===== src/sv/pcwrl_pkg.sv =====
// Package for the per-client window rate limiter.
// Holds the field widths, the register index and decision codes, and the payload types.
// Has no dependencies. The interfaces and the top level use it.
package pcwrl_pkg;

  localparam int unsigned ClientW = 22;
  localparam int unsigned CountW  = 8;
  localparam int unsigned WindowW = 24;
  localparam int unsigned CfgAddrW = 2;
  localparam int unsigned CfgDataW = 24;

  typedef enum logic [CfgAddrW-1:0] {
    CFG_LIMITING_ENABLED = 2'd0,
    CFG_LIMIT_MAX        = 2'd1,
    CFG_WINDOW_TICKS     = 2'd2
  } cfg_addr_e;

  typedef enum logic {
    REQ_COMMAND = 1'b0,
    REQ_TICK    = 1'b1
  } req_type_e;

  typedef enum logic [1:0] {
    DEC_ALLOWED    = 2'd0,
    DEC_OVER_LIMIT = 2'd1,
    DEC_TABLE_FULL = 2'd2
  } decision_e;

  localparam logic [CountW-1:0]  LimitMaxReset    = 8'd10;
  localparam logic [WindowW-1:0] WindowTicksReset = 24'd1000;

  typedef struct packed {
    logic              allowed;
    decision_e         decision;
    logic [CountW-1:0] count_now;
  } rsp_t;

endpackage


===== src/sv/pcwrl_intf.sv =====
// Channel interfaces for the per-client window rate limiter.
// A request channel, a result channel and a configuration write channel.
// They depend on pcwrl_pkg for field widths and codes.
interface pcwrl_req_if;
  logic                          valid;
  logic                          ready;
  logic                          req_type;
  logic [pcwrl_pkg::ClientW-1:0] client_id;

  modport source (output valid, output req_type, output client_id, input ready);
  modport sink   (input valid, input req_type, input client_id, output ready);
endinterface

interface pcwrl_rsp_if;
  logic                         valid;
  logic                         ready;
  logic                         allowed;
  logic [1:0]                   decision;
  logic [pcwrl_pkg::CountW-1:0] count_now;

  modport source (output valid, output allowed, output decision, output count_now,
                  input ready);
  modport sink   (input valid, input allowed, input decision, input count_now,
                  output ready);
endinterface

interface pcwrl_cfg_if;
  logic                           valid;
  logic                           ready;
  logic [pcwrl_pkg::CfgAddrW-1:0] addr;
  logic [pcwrl_pkg::CfgDataW-1:0] wdata;

  modport source (output valid, output addr, output wdata, input ready);
  modport sink   (input valid, input addr, input wdata, output ready);
endinterface


===== src/sv/per_client_window_rate_limiter.sv =====
// Per-client fixed-window rate limiter, top level.
// Depends on pcwrl_pkg and on the channel interfaces in pcwrl_intf.sv.
//
// One request is accepted per cycle unless stalled: a command request looks up its
// client in a table of TABLE_ENTRIES entries with a parallel compare, and
// its result stands in the result register in the cycle after acceptance. A
// tick request gives no result. The result register is the only buffer, so
// a request is accepted whenever that register is empty or is being drained
// in the same cycle. The table is held in flip-flops with one valid bit per
// entry, so reset and window expiry clear it at once, with no clearing pass.
// Configuration writes are always taken and act on the next request.
module per_client_window_rate_limiter #(
  parameter int unsigned TABLE_ENTRIES = 16
) (
  input  logic              clk_i,
  input  logic              rst_ni,
  pcwrl_cfg_if.sink         cfg_i,
  pcwrl_req_if.sink         req_i,
  pcwrl_rsp_if.source       rsp_o
);

  localparam int unsigned N = TABLE_ENTRIES;

  // Configuration registers.
  logic                                limiting_enabled_q;
  logic [pcwrl_pkg::CountW-1:0]        limit_max_q;
  logic [pcwrl_pkg::WindowW-1:0]       window_ticks_q;

  // Table and window timer.
  logic [N-1:0]                        entry_valid_q, entry_valid_d;
  logic [pcwrl_pkg::ClientW-1:0]       entry_client_q [N];
  logic [pcwrl_pkg::CountW-1:0]        entry_count_q  [N];
  logic [pcwrl_pkg::WindowW-1:0]       window_counter_q, window_counter_d;

  // Result register.
  logic                                rsp_valid_q, rsp_valid_d;
  pcwrl_pkg::rsp_t                     rsp_q, rsp_d;

  logic                                cfg_write;
  logic                                req_accept;
  logic                                is_command;
  logic                                is_tick;
  logic [N-1:0]                        hit_vec, hit_oh, free_vec, free_oh;
  logic                                any_hit, any_free;
  logic [pcwrl_pkg::CountW-1:0]        hit_count;
  logic [pcwrl_pkg::WindowW-1:0]       window_next;
  logic                                write_hit, write_new;
  logic [pcwrl_pkg::CountW-1:0]        hit_count_inc;

  assign cfg_i.ready = 1'b1;
  assign cfg_write   = cfg_i.valid & cfg_i.ready;

  assign req_i.ready = ~rsp_valid_q | rsp_o.ready;
  assign req_accept  = req_i.valid & req_i.ready;
  assign is_command  = req_accept & (req_i.req_type == pcwrl_pkg::REQ_COMMAND);
  assign is_tick     = req_accept & (req_i.req_type == pcwrl_pkg::REQ_TICK);

  // Parallel lookup. Client ids in the table are unique, but the lowest
  // hit is still isolated so that the count mux sees a one-hot select.
  always_comb begin
    for (int unsigned i = 0; i < N; i++) begin
      hit_vec[i] = entry_valid_q[i] & (entry_client_q[i] == req_i.client_id);
    end
  end

  assign free_vec = ~entry_valid_q;
  assign hit_oh   = hit_vec & (~hit_vec + N'(1));
  assign free_oh  = free_vec & (~free_vec + N'(1));
  assign any_hit  = |hit_vec;
  assign any_free = |free_vec;

  always_comb begin
    hit_count = '0;
    for (int unsigned i = 0; i < N; i++) begin
      hit_count = hit_count | (entry_count_q[i] & {pcwrl_pkg::CountW{hit_oh[i]}});
    end
  end

  assign hit_count_inc = hit_count + pcwrl_pkg::CountW'(1);
  assign window_next   = window_counter_q + pcwrl_pkg::WindowW'(1);

  // Decision and the table and timer updates.
  always_comb begin
    entry_valid_d    = entry_valid_q;
    window_counter_d = window_counter_q;
    write_hit        = 1'b0;
    write_new        = 1'b0;
    rsp_d            = rsp_q;
    rsp_valid_d      = rsp_valid_q & ~rsp_o.ready;

    if (is_command) begin
      rsp_valid_d = 1'b1;
      if (!limiting_enabled_q) begin
        rsp_d.allowed   = 1'b1;
        rsp_d.decision  = pcwrl_pkg::DEC_ALLOWED;
        rsp_d.count_now = '0;
      end else if (any_hit) begin
        if (hit_count >= limit_max_q) begin
          rsp_d.allowed   = 1'b0;
          rsp_d.decision  = pcwrl_pkg::DEC_OVER_LIMIT;
          rsp_d.count_now = hit_count;
        end else begin
          write_hit       = 1'b1;
          rsp_d.allowed   = 1'b1;
          rsp_d.decision  = pcwrl_pkg::DEC_ALLOWED;
          rsp_d.count_now = hit_count_inc;
        end
      end else if (any_free) begin
        write_new       = 1'b1;
        entry_valid_d   = entry_valid_q | free_oh;
        rsp_d.allowed   = 1'b1;
        rsp_d.decision  = pcwrl_pkg::DEC_ALLOWED;
        rsp_d.count_now = pcwrl_pkg::CountW'(1);
      end else begin
        rsp_d.allowed   = 1'b0;
        rsp_d.decision  = pcwrl_pkg::DEC_TABLE_FULL;
        rsp_d.count_now = '0;
      end
    end

    if (is_tick && limiting_enabled_q) begin
      if (window_next >= window_ticks_q || window_counter_q >= window_ticks_q) begin
        entry_valid_d    = '0;
        window_counter_d = '0;
      end else begin
        window_counter_d = window_next;
      end
    end

    // Turning limiting off empties the table and stops the timer.
    if (cfg_write && cfg_i.addr == pcwrl_pkg::CFG_LIMITING_ENABLED && !cfg_i.wdata[0]) begin
      entry_valid_d    = '0;
      window_counter_d = '0;
    end
  end

  always_ff @(posedge clk_i or negedge rst_ni) begin
    if (!rst_ni) begin
      limiting_enabled_q <= 1'b0;
      limit_max_q        <= pcwrl_pkg::LimitMaxReset;
      window_ticks_q     <= pcwrl_pkg::WindowTicksReset;
    end else if (cfg_write) begin
      unique case (cfg_i.addr)
        pcwrl_pkg::CFG_LIMITING_ENABLED: limiting_enabled_q <= cfg_i.wdata[0];
        pcwrl_pkg::CFG_LIMIT_MAX:        limit_max_q <= cfg_i.wdata[pcwrl_pkg::CountW-1:0];
        pcwrl_pkg::CFG_WINDOW_TICKS:     window_ticks_q <= cfg_i.wdata[pcwrl_pkg::WindowW-1:0];
        default: ;
      endcase
    end
  end

  always_ff @(posedge clk_i or negedge rst_ni) begin
    if (!rst_ni) begin
      entry_valid_q    <= '0;
      window_counter_q <= '0;
      rsp_valid_q      <= 1'b0;
    end else begin
      entry_valid_q    <= entry_valid_d;
      window_counter_q <= window_counter_d;
      rsp_valid_q      <= rsp_valid_d;
    end
  end

  // Table payload and result payload need no reset.
  always_ff @(posedge clk_i) begin
    rsp_q <= rsp_d;
    for (int unsigned i = 0; i < N; i++) begin
      if (write_new && free_oh[i]) begin
        entry_client_q[i] <= req_i.client_id;
        entry_count_q[i]  <= pcwrl_pkg::CountW'(1);
      end else if (write_hit && hit_oh[i]) begin
        entry_count_q[i]  <= hit_count_inc;
      end
    end
  end

  assign rsp_o.valid     = rsp_valid_q;
  assign rsp_o.allowed   = rsp_q.allowed;
  assign rsp_o.decision  = rsp_q.decision;
  assign rsp_o.count_now = rsp_q.count_now;

  // While limiting is off, the table is empty and the timer stands at zero.
  assert property (@(posedge clk_i) disable iff (!rst_ni)
    !limiting_enabled_q |-> (entry_valid_q == '0 && window_counter_q == '0))
    else $error("table or timer not clear while limiting is disabled");

  // An accepted command always produces a result in the next cycle.
  assert property (@(posedge clk_i) disable iff (!rst_ni)
    is_command |=> rsp_valid_q)
    else $error("command request produced no result");

  // A tick never produces a result.
  assert property (@(posedge clk_i) disable iff (!rst_ni)
    is_tick |=> !rsp_valid_q)
    else $error("tick request produced a result");

  // The allowed flag agrees with the decision code, and a full-table denial
  // carries a zero count.
  assert property (@(posedge clk_i) disable iff (!rst_ni)
    rsp_valid_q |-> ((rsp_q.allowed == (rsp_q.decision == pcwrl_pkg::DEC_ALLOWED)) &&
                     (rsp_q.decision != pcwrl_pkg::DEC_TABLE_FULL || rsp_q.count_now == '0)))
    else $error("inconsistent result fields");

  // A new client is only entered when it matched no entry.
  assert property (@(posedge clk_i) disable iff (!rst_ni)
    write_new |-> (!any_hit && $onehot(free_oh)))
    else $error("new entry written for a known client");

endmodule


===== src/flat_wrapper.sv =====
// flat-port wrapper written by rule: the top's interface ports become plain ports
module per_client_window_rate_limiter_flat 
#(
  parameter int unsigned TABLE_ENTRIES = 16
)
  (clk_i, rst_ni, cfg_i_valid, cfg_i_addr, cfg_i_wdata, cfg_i_ready, req_i_valid, req_i_req_type, req_i_client_id, req_i_ready, rsp_o_valid, rsp_o_allowed, rsp_o_decision, rsp_o_count_now, rsp_o_ready);
  pcwrl_cfg_if cfg_i_i ();
  pcwrl_req_if req_i_i ();
  pcwrl_rsp_if rsp_o_i ();
  input  logic clk_i;
  input  logic rst_ni;
  input wire logic [$bits(cfg_i_i.valid)-1:0] cfg_i_valid;
  input wire logic [$bits(cfg_i_i.addr)-1:0] cfg_i_addr;
  input wire logic [$bits(cfg_i_i.wdata)-1:0] cfg_i_wdata;
  output wire logic [$bits(cfg_i_i.ready)-1:0] cfg_i_ready;
  input wire logic [$bits(req_i_i.valid)-1:0] req_i_valid;
  input wire logic [$bits(req_i_i.req_type)-1:0] req_i_req_type;
  input wire logic [$bits(req_i_i.client_id)-1:0] req_i_client_id;
  output wire logic [$bits(req_i_i.ready)-1:0] req_i_ready;
  output wire logic [$bits(rsp_o_i.valid)-1:0] rsp_o_valid;
  output wire logic [$bits(rsp_o_i.allowed)-1:0] rsp_o_allowed;
  output wire logic [$bits(rsp_o_i.decision)-1:0] rsp_o_decision;
  output wire logic [$bits(rsp_o_i.count_now)-1:0] rsp_o_count_now;
  input wire logic [$bits(rsp_o_i.ready)-1:0] rsp_o_ready;
  assign cfg_i_i.valid = cfg_i_valid;
  assign cfg_i_i.addr = cfg_i_addr;
  assign cfg_i_i.wdata = cfg_i_wdata;
  assign cfg_i_ready = cfg_i_i.ready;
  assign req_i_i.valid = req_i_valid;
  assign req_i_i.req_type = req_i_req_type;
  assign req_i_i.client_id = req_i_client_id;
  assign req_i_ready = req_i_i.ready;
  assign rsp_o_valid = rsp_o_i.valid;
  assign rsp_o_allowed = rsp_o_i.allowed;
  assign rsp_o_decision = rsp_o_i.decision;
  assign rsp_o_count_now = rsp_o_i.count_now;
  assign rsp_o_i.ready = rsp_o_ready;
  per_client_window_rate_limiter #(.TABLE_ENTRIES(TABLE_ENTRIES)) u_core (.clk_i(clk_i), .rst_ni(rst_ni), .cfg_i(cfg_i_i), .req_i(req_i_i), .rsp_o(rsp_o_i));
endmodule

===== config.mk =====
export PLATFORM = sky130hd
export DESIGN_NAME = per_client_window_rate_limiter_flat
export DESIGN_NICKNAME = d
export VERILOG_FILES = /design/src/sv/pcwrl_pkg.sv /design/src/sv/pcwrl_intf.sv /design/src/sv/per_client_window_rate_limiter.sv /design/src/flat_wrapper.sv
export SDC_FILE = /design/constraint.sdc
export NUM_CORES = 1
export LEC_CHECK = 0
export ABC_AREA = 1
export BUFFER_PORTS_ARGS = -buffer_cell sky130_fd_sc_hd__clkbuf_2
export CORE_ASPECT_RATIO = 0.75
export CORE_MARGIN = 4
export CORE_UTILIZATION = 30
export DETAILED_ROUTE_END_ITERATION = 8
export PLACE_DENSITY = 0.43
export SLEW_MARGIN = 40
export SYNTH_ARGS = -nofsm -noshare
export SYNTH_HDL_FRONTEND = slang
export SYNTH_SLANG_ARGS = --single-unit

===== constraint.sdc =====
create_clock -name clk_i -period 5.2 [get_ports clk_i]
set_input_delay 1.04 -clock clk_i [delete_from_list [all_inputs] [get_ports clk_i]]
set_output_delay 1.04 -clock clk_i [all_outputs]
set_load 0.02 [all_outputs]

# After elaboration in Yosys (flattened, before gate mapping)

Memory sizes are Yosys's and may differ from the RTL's.
Index checks and enable logic that the tools add are counted.

Memory bits (writable): 480
Bits of input ports: 54
Output and inout bits: 14
Word-level logic and storage cells: 395
Memories kept: 2
Register bits after elaboration: 85

Add/sub/neg operators: 4
Reduce and logical (&&, ||, !) cells: 74
Bitwise operators: 77
Mux-type cells: 208
Equality and inequality tests: 18
$lt $le $gt $ge: 3

Memories:

| name                  | words | bits a word | read ports | clocked after memory_dff | wr ports | line                                 | text |
|---|---|---|---|---|---|---|---|
| u_core.entry_client_q | 16    | 22          | 16         | 0                        | 1        | per_client_window_rate_limiter.sv:31 | `logic [pcwrl_pkg::ClientW-1:0] entry_client_q [N];` |
| u_core.entry_count_q  | 16    | 8           | 16         | 0                        | 1        | per_client_window_rate_limiter.sv:32 | `logic [pcwrl_pkg::CountW-1:0] entry_count_q [N];` |

Operators by type and width:

| kind                                           | number |
|---|---|
| == test 22 bit                                 | 16 |
| 2-to-1 mux 22 bit                              | 15 |
| OR reduction 22 bit                            | 15 |
| 2-to-1 mux 8 bit                               | 31 |
| AND 8 bit                                      | 16 |
| 2-to-1 mux 4 bit                               | 30 |
| bitwise OR 8 bit                               | 15 |
| OR reduction 8 bit                             | 15 |
| 2-to-1 mux 1 bit                               | 119 |
| 2-to-1 mux 16 bit                              | 7 |
| 2-to-1 mux 24 bit                              | 3 |
| greater-or-equal comparator 24 bit             | 2 |
| NOT 16 bit                                     | 3 |
| logical AND 1 bit                              | 35 |
| 2-to-1 mux 11 bit                              | 3 |
| adder 16 x 1 -> 16 bit (second input constant) | 2 |
| AND 16 bit                                     | 2 |
| OR reduction 16 bit                            | 2 |
| adder 24 x 1 -> 24 bit (second input constant) | 1 |
| AND 1 bit                                      | 20 |
| bitwise OR 1 bit                               | 17 |
| bitwise OR 16 bit                              | 1 |
| adder 8 x 1 -> 8 bit (second input constant)   | 1 |
| greater-or-equal comparator 8 bit              | 1 |
| other kinds (8)                                | 12 |

# Depth between registers and ports, before layout

Gate-level depths: netlist of the first run.
An unclocked memory read counts as a cell.

Depth after elaboration: 48
Depth in mapped cells: 35
Depth with buffers taken out: 31

# Least setup slack after synthesis of the first run

No wires, ideal clock.

Path type: input -> register
From: input req_i_client_id[2]
To: memory u_core.entry_count_q[1][40] (netlist bit), enable pin
Library setup time: 335 ps
Data required time: 4,865 ps
Arrival: 5,473 ps
Path buffers: 2
Cell stages on the path: 18
Slack: -608 ps
Path through: buf_4 inv_4 buf_6 nand2_1 o21ai_1 nor2_1 nand2_1 nor2_1 nand3_1 nand2_1 nor2_4 nand4_4 nor3_1 nand4_1 nor2_2 inv_1 nor4_1 nand2b_1

Word-level cells in the longest chain between the ends: 47
Elaborated cells on any way between the ends: 248
Those cells by class: 1 x add/sub; 1 x order compare; 16 x eq/ne; 117 x mux; 65 x bitwise; 48 x reduce/logical

Ends and longest elaborated chain:

| element                                                                      | line                                  | text |
|---|---|---|
| from (decl)                                                                  | flat_wrapper.sv:18                    | `input wire logic [$bits(req_i_i.client_id)-1:0] req_i_client_id;` |
| == test 22 bit                                                               | per_client_window_rate_limiter.sv:62  | `hit_vec[i] = entry_valid_q[i] & (entry_client_q[i] == req_i.client_id);` |
| AND 1 bit                                                                    | per_client_window_rate_limiter.sv:62  |  |
| NOT 16 bit                                                                   | per_client_window_rate_limiter.sv:67  | `assign hit_oh = hit_vec & (~hit_vec + N'(1));` |
| adder 16 x 1 -> 16 bit                                                       | per_client_window_rate_limiter.sv:67  |  |
| AND 16 bit                                                                   | per_client_window_rate_limiter.sv:67  |  |
| AND 8 bit                                                                    | per_client_window_rate_limiter.sv:75  | `hit_count = hit_count \| (entry_count_q[i] & {pcwrl_pkg::CountW{hit_oh[i]}});` |
| bitwise OR 8 bit (15 in a row)                                               | per_client_window_rate_limiter.sv:75  |  |
| greater-or-equal comparator 8 bit                                            | per_client_window_rate_limiter.sv:98  | `if (hit_count >= limit_max_q) begin` |
| (+3 left out)                                                                | -                                     |  |
| 2-to-1 mux 1 bit                                                             | per_client_window_rate_limiter.sv:91  | `if (is_command) begin` |
| logical AND 1 bit                                                            | per_client_window_rate_limiter.sv:171 | `end else if (write_hit && hit_oh[i]) begin` |
| 2-to-1 mux 1 bit                                                             | per_client_window_rate_limiter.sv:171 |  |
| 2-to-1 mux 1 bit                                                             | per_client_window_rate_limiter.sv:168 | `if (write_new && free_oh[i]) begin` |
| 2-to-1 mux 1 bit (not written as such)                                       | per_client_window_rate_limiter.sv:172 | `entry_count_q[i] <= hit_count_inc;` |
| bitwise OR 1 bit (no line)                                                   | -                                     |  |
| OR reduction 8 bit (no line)                                                 | -                                     |  |
| 2-to-1 mux 4 bit (no line) or 2-to-1 mux 1 bit (tied branches) (15 in a row) | -                                     |  |
| to (decl)                                                                    | per_client_window_rate_limiter.sv:32  |  |

Parallel ways exist; a longest one is shown, timed or not.

# Worst setup path in the final report of the first run

From: input req_i_client_id[5]
To: memory u_core.entry_count_q[1][55] (netlist bit), enable pin

The elaborated chain is that of the path after synthesis.

==> reports/qor.yml, run 1 <==
die_area_um2: 97140
power.leakage_nw: 14.45
antenna_cells: 0
p_switching_mw: 2.677
worstSetupStartpoint: "req_i_client_id[5]"
port-buffer-count: 66
max-clock-path-buffers: 3
min-delay-path-class: "in2async"
finish.utilization: 0.3809
slowest_delay_ns: 0.24
rows: 96
synth_nets: 2959
wl_per_cell_um: 20.33
cp.depth: 34
relSlewSlack: 0.4775
finalSetupViolations: 0
finalClockSkew_ns: 0.02814
cts_inserted_buffers: 66
path_max_fanout: 15
cts.clk_slew.worst_paths_ns: 0.06
switching_share: 0.2497
synth_edf_count: 491
timing.critical_path.mode_cell: "nand2_1"
synth_warnings: 0
crit_path_start_kind: "input pin"
maxCapViolCount: 0
rsz0062_at_grt: "true"
grt_pass1_vias: 20220
die_x_um: 358.6
die_h_um: 270.9
finalCritPeriodShare: 0.9700
ios: 68
synthSimpleGateAreaFrac: 0.2089
synthAdderAreaFrac: 0.02625
intPower_mw: 8.046
drt_iter0_drc: 1818
clkLatencyLatePin_ns: 0.62
ir_worst_vdd_v: 0.0001988
synthMuxAreaShare: 0
syn_inst: 2847
start_util: 0.3025
r2r-start: "u_core.window_counter_q[1]$_DFFE_PN0P_"
tightest_slew_ns: 0.7819
ys.flop_type: "edfxtp_1"
p_total_mw: 10.72
worstSetupPathType: "in2reg"
ant_nets: 0
drt-total-wl_mm: 91.84
grt_first_pass_wirelength_mm: 134.5
cts_tree: "done"
vias: 21260
p_seq_frac: 0.477
fmax_mhz: 198.3
synth_area_um2: 27650
drcViolationCount: 0
dp_hpwl_mm: 66.18
cp_num_buf_inv: 7
cts_sinks: 565
ys_seq_area_frac: 0.6006
power_density_nw_per_um2: 308.0
htree_num_levels: 3
crit_slowest_cell: "inv_2"
critPathArrivalTime_ns: 5.36
required_ns: 5.51
ff2ff_path_depth: 28
syn_avg_cell_area_um2: 9.712
hold_viol: 0
gp_congestion: 0.8725
nNetsFinal: 3357
synth_top_family_by_area: "simple AND/OR/NAND/NOR gates"
p_comb_frac: 0.096
postCtsHoldBufs: 0
synth-async-reset-ratio: 0.1310
ys_ff_latch: 565
antenna_found_initial: 4
yosysUniqueCellTypes: 61
root_buffer: "clkbuf_16"
grt_max_degree: 75
cp_top_family: "simple AND/OR/NAND/NOR gates"
overflow: 0
drive_gt1_frac: 0.2077
track_usage: 0.1872
core_region_area_um2: 91410
post-place-ws_ns: -0.9296
synth_xor_area_frac: 0.03321
synth-compound-area-share: 0.06236
slew_viol_final: 0
outcome: "complete, no violations"
area_growth_pct: 25.92
dr.pass1.iters: 8
setup_ws_ns: 0.1562
via_per_inst: 4.705
finalCriticalPeriod_ns: 5.044
end_kind: "register"
pwr-share-clk: 0.427
## per-layer routing
metal | wire [um] | vias to the layer above | GRT usage
met5 | 0 | - | 0
met3 | 5973 | 111 | 0.03525
met2 | 37940 | 634 | 0.2649
met1 | 46120 | 10300 | 0.2935
li1 | - | 10220 | -
met4 | 1810 | 0 | 0.04099
## logic make-up (layout without fill, tap and decap cells)
kind of cell    Yosys count  after routing
simple gates           1387           1389
flops                   565            565
buf+inv                 426            870
compound gates          309            309
xor+xnor                101            101
fa+ha+maj                58             58
other cells               1              1
## power groups by stage
stage                     registers [mW]  clock network [mW]  logic [mW]
after global placement              5.21                   0       0.998
after global routing                5.13                4.90        1.15
after detailed placement            5.21                   0        1.01
final                               5.12                4.57        1.03
after CTS                           5.12                4.71        1.02
after floorplan                     5.19                   0       0.524
## final cells by class
class | count | area (um2)
multi-input cells | 1858 | 9623
inverters | 347 | 1346
repair buffers | 407 | 3617
flip-flops and latches | 565 | 16610
well taps | 1225 | 1533
clock inverters | 31 | 265.3
clock buffers | 85 | 1827
fillers | 9021 | 56590
## cell usage in the layout (no fill, tap or decap), drive strengths merged, types with 7 or more instances in the layout
master  Yosys  layout
a21oi      65      65
a22o        7       7
buf        67     344
clkbuf     12     148
clkinv      2      27
dfrtp      66      66
dfstp       8       8
edfxtp    491     491
ha         58      58
inv       345     345
nand2     750     750
nand3     134     134
nand4      39      39
nor2      435     437
nor3       10      10
nor4        9       9
o21ai     172     172
o22ai      33      33
xnor2      67      67
xor2       34      34
## final timing paths
kind | to | slack (ns)
hold reg to reg | u_core.limit_max_q[4]$_DFFE_PN0P_ | 0.48
hold / removal | u_core.window_ticks_q[1]$_DFFE_PN0P_ | 0.45
min in group clk_i | u_core.limit_max_q[4]$_DFFE_PN0P_ | 0.48
max in group asynchronous | u_core.entry_valid_q[1]$_DFF_PN0_ | 4.24
setup reg to reg | u_core.entry_valid_q[8]$_DFF_PN0_ | 0.40
setup / recovery | u_core.entry_count_q[1][55]$_SDFFCE_PN0P_ | 0.16
## state kept, by name, summed over array words and instances, names as in the netlist
register and count:
u_core.entry_client_q 352, u_core.rsp_o.allowed 1, u_core.limiting_enabled_q 1, u_core.rsp_o.valid 1, u_core.entry_count_q 128, u_core.entry_valid_q 16, u_core.limit_max_q 8, u_core.window_ticks_q 24
u_core.rsp_o.count_now 8, u_core.rsp_o.decision 2, u_core.window_counter_q 24
## synth_stat cells (38+ instances only)
cell type  number  area share
nand2_1       743        0.10
edfxtp_1      491        0.53
nor2_1        408       0.055
inv_1         316       0.043
o21ai_0       139       0.025
nand3_1       123       0.022
xnor2_1        67       0.021
dfrtp_1        66       0.060
a21oi_1        65       0.012
ha_1           58       0.026
nand4_1        38      0.0086
## timing repair
action / in CTS / in global routing
pin swaps: 6 / 18
endpoints found under the hold margin: 0 / 0
gates resized for setup: 47 / 81
gates cloned: 2 / 1
setup endpoints to repair: 262 / 293
buffers inserted: 4 / 7
## stage by stage
step	hold WS (ns)	cells	area, um2	setup TNS [ns]
global placement	0.4730	4389	32140	-204.50
detailed placement	0.4790	4389	32150	-213.64
global route	0.5004	4518	34820	-5.558
finish	0.4464	4518	34820	0
floorplan	0.4530	2847	27710	0
CTS	0.4747	4511	34490	0
## worst register-to-register path: cells and delay by family (launching register included)
family                     cells  cell delay [ns]
AOI/OAI and AO/OA              5             0.76
xor gates and xnor gates       1             0.21
adders and majority gates      2             0.56
buffers and inverters          6             0.91
DFF                            1             0.41
and+or+nand+nor               14             1.87
Note: power is estimated with default switching activity, not from simulation.
==> inputs of run 2 (changes only) <==
--- a/config.mk
+++ b/config.mk
@@ -10,6 +10,7 @@
 export CORE_ASPECT_RATIO = 0.75
 export CORE_MARGIN = 4
 export CORE_UTILIZATION = 30
+export CTS_BUF_LIST = sky130_fd_sc_hd__clkbuf_4 sky130_fd_sc_hd__clkbuf_8 sky130_fd_sc_hd__clkbuf_16
 export DETAILED_ROUTE_END_ITERATION = 8
 export PLACE_DENSITY = 0.43
 export SLEW_MARGIN = 40
==> run 2 against run 1 <==
Compared with the run above: global-route usage is essentially flat; register-to-register slack lost 0.02 ns; maximum frequency is essentially flat; critical path type unchanged; largest cell class unchanged; largest power group unchanged; highest routed layer unchanged.
==> reports/qor.yml, run 2 (synthesis gave the netlist of run 1 again) <==
outcome: "complete, no violations"
reg.largest.list: "u_core.entry_client_q (352), u_core.entry_count_q (128)"
gp_congestion: 0.8725
track_usage: 0.1873
dp_hpwl_mm: 66.18
finalCriticalPeriod_ns: 5.047
fmax_mhz: 198.1
wl_per_cell_um: 20.35
antenna_found_initial: 4
tightest_slew_ns: 0.7925
relSlewSlack: 0.4704
via_per_inst: 4.697
pwr-share-clk: 0.429
vias: 21220
area_growth_pct: 26.08
final_cells: 4518
p_comb_frac: 0.096
die_area_um2: 97140
nNetsFinal: 3357
p_seq_frac: 0.475
die_h_um: 270.9
drt-total-wl_mm: 91.96
worstSetupPathType: "in2reg"
grt_first_pass_wirelength_mm: 134.6
rsz0062_at_grt: "true"
hold_viol: 0
required_ns: 5.51
slew_viol_final: 0
overflow: 0
timing.critical_path.mode_cell: "nand2_1"
switching_share: 0.2480
critPathArrivalTime_ns: 5.36
drt_iter0_drc: 1905
crit_slowest_cell: "inv_2"
die_x_um: 358.6
ant_nets: 0
placed_cells: 4389
power_density_nw_per_um2: 309.3
cts.clk_slew.worst_paths_ns: 0.06
p_total_mw: 10.78
dr.pass1.iters: 5
finalClockSkew_ns: 0.02802
finalCritPeriodShare: 0.9707
tns_ns: 0
htree_num_levels: 3
ir_worst_vdd_v: 0.0001990
intPower_mw: 8.109
antenna_cells: 0
max-clock-path-buffers: 3
start_util: 0.3025
drive_gt1_frac: 0.2114
clkLatencyLatePin_ns: 0.62
p_switching_mw: 2.674
grt_pass1_vias: 20220
top_register: "u_core.entry_client_q"
crit_path_start_kind: "input pin"
grt_max_degree: 75
path_max_fanout: 15
cts_tree: "done"
min-delay-path-class: "in2async"
finalSetupViolations: 0
largest_reg_flops: 352
cts_sinks: 565
slowest_delay_ns: 0.25
maxCapViolCount: 0
final_area_um2: 34860
cts_inserted_buffers: 66
root_buffer: "clkbuf_16"
end_kind: "register"
port-buffer-count: 66
core_region_area_um2: 91410
drcViolationCount: 0
layout_common_cells: "nand2_1, edfxtp_1, nor2_1"
rows: 96
power.leakage_nw: 14.49
ios: 68
final_common_cell: "nand2_1"
dpl_cell_area_um2: 32150
run 2: area by class of cell:
class,instances,area (um2)
Sequential cell,565,16610
Clock inverter,31,265.3
Timing Repair Buffer,407,3617
Fill cell,9019,56550
Multi-Input combinational cell,1858,9623
Inverter,347,1346
Clock buffer,85,1872
Tap cell,1225,1533
run 2: through the flow:
step                      hold slack [ns]  setup slack, ns    util
after floorplan                    0.4530          0.06998       -
after global placement             0.4730          -0.8856  0.3517
after detailed placement           0.4790          -0.9296  0.3517
after CTS                          0.4747          0.04171  0.3778
after global routing               0.5004         -0.08404  0.3814
final                              0.4472           0.1526  0.3814
run 2: worst paths after layout:
| kind | start | end | slack (ns) | cells after the start |
|---|---|---|---|---|
| max | req_i_client_id[5] | u_core.entry_count_q[1][55]$_SDFFCE_PN0P_ | 0.15 | 34 |
| min | rst_ni | u_core.window_ticks_q[1]$_DFFE_PN0P_ | 0.45 | 1 |
| max reg2reg | u_core.window_counter_q[1]$_DFFE_PN0P_ | u_core.entry_valid_q[3]$_DFF_PN0_ | 0.38 | 28 |
| min reg2reg | u_core.limit_max_q[4]$_DFFE_PN0P_ | u_core.limit_max_q[4]$_DFFE_PN0P_ | 0.48 | 2 |
| max in group asynchronous | rst_ni | u_core.entry_valid_q[1]$_DFF_PN0_ | 4.23 | 1 |
| min in group clk_i | u_core.limit_max_q[4]$_DFFE_PN0P_ | u_core.limit_max_q[4]$_DFFE_PN0P_ | 0.48 | 2 |
run 2: critical path: cells and delay by family:
family / cells / cell delay (ns)
AO/OA/AOI/OAI: 9 / 1.02
adder cells (fa/ha/maj): 1 / 0.24
buffers and inverters: 7 / 1.13
AND/OR/NAND/NOR: 17 / 1.92
run 2: layer usage:
metal  part of all wire  vias to the layer above  track usage
met1               0.50                    10270       0.2938
met5                  0                        -            0
li1                   -                    10220            -
met3              0.064                      107      0.03525
met2               0.41                      622       0.2649
met4              0.020                        0      0.04099
run 2: power groups by stage:
| stage | Clock (mW) | Sequential [mW] | Combinational [mW] |
|---|---|---|---|
| final | 4.63 | 5.12 | 1.03 |
| after global placement | 0 | 5.21 | 0.998 |
| after floorplan | 0 | 5.19 | 0.524 |
| after CTS | 4.77 | 5.12 | 1.02 |
| after detailed placement | 0 | 5.21 | 1.01 |
| after global routing | 4.96 | 5.13 | 1.15 |
run 2: timing repair:
item,4_1_cts,5_1_grt
gates cloned,2,1
setup endpoints to repair,262,293
gates resized for setup,47,81
hold endpoints to repair,0,0
hold buffers,0,0
pin swaps,6,18
buffers inserted,4,7
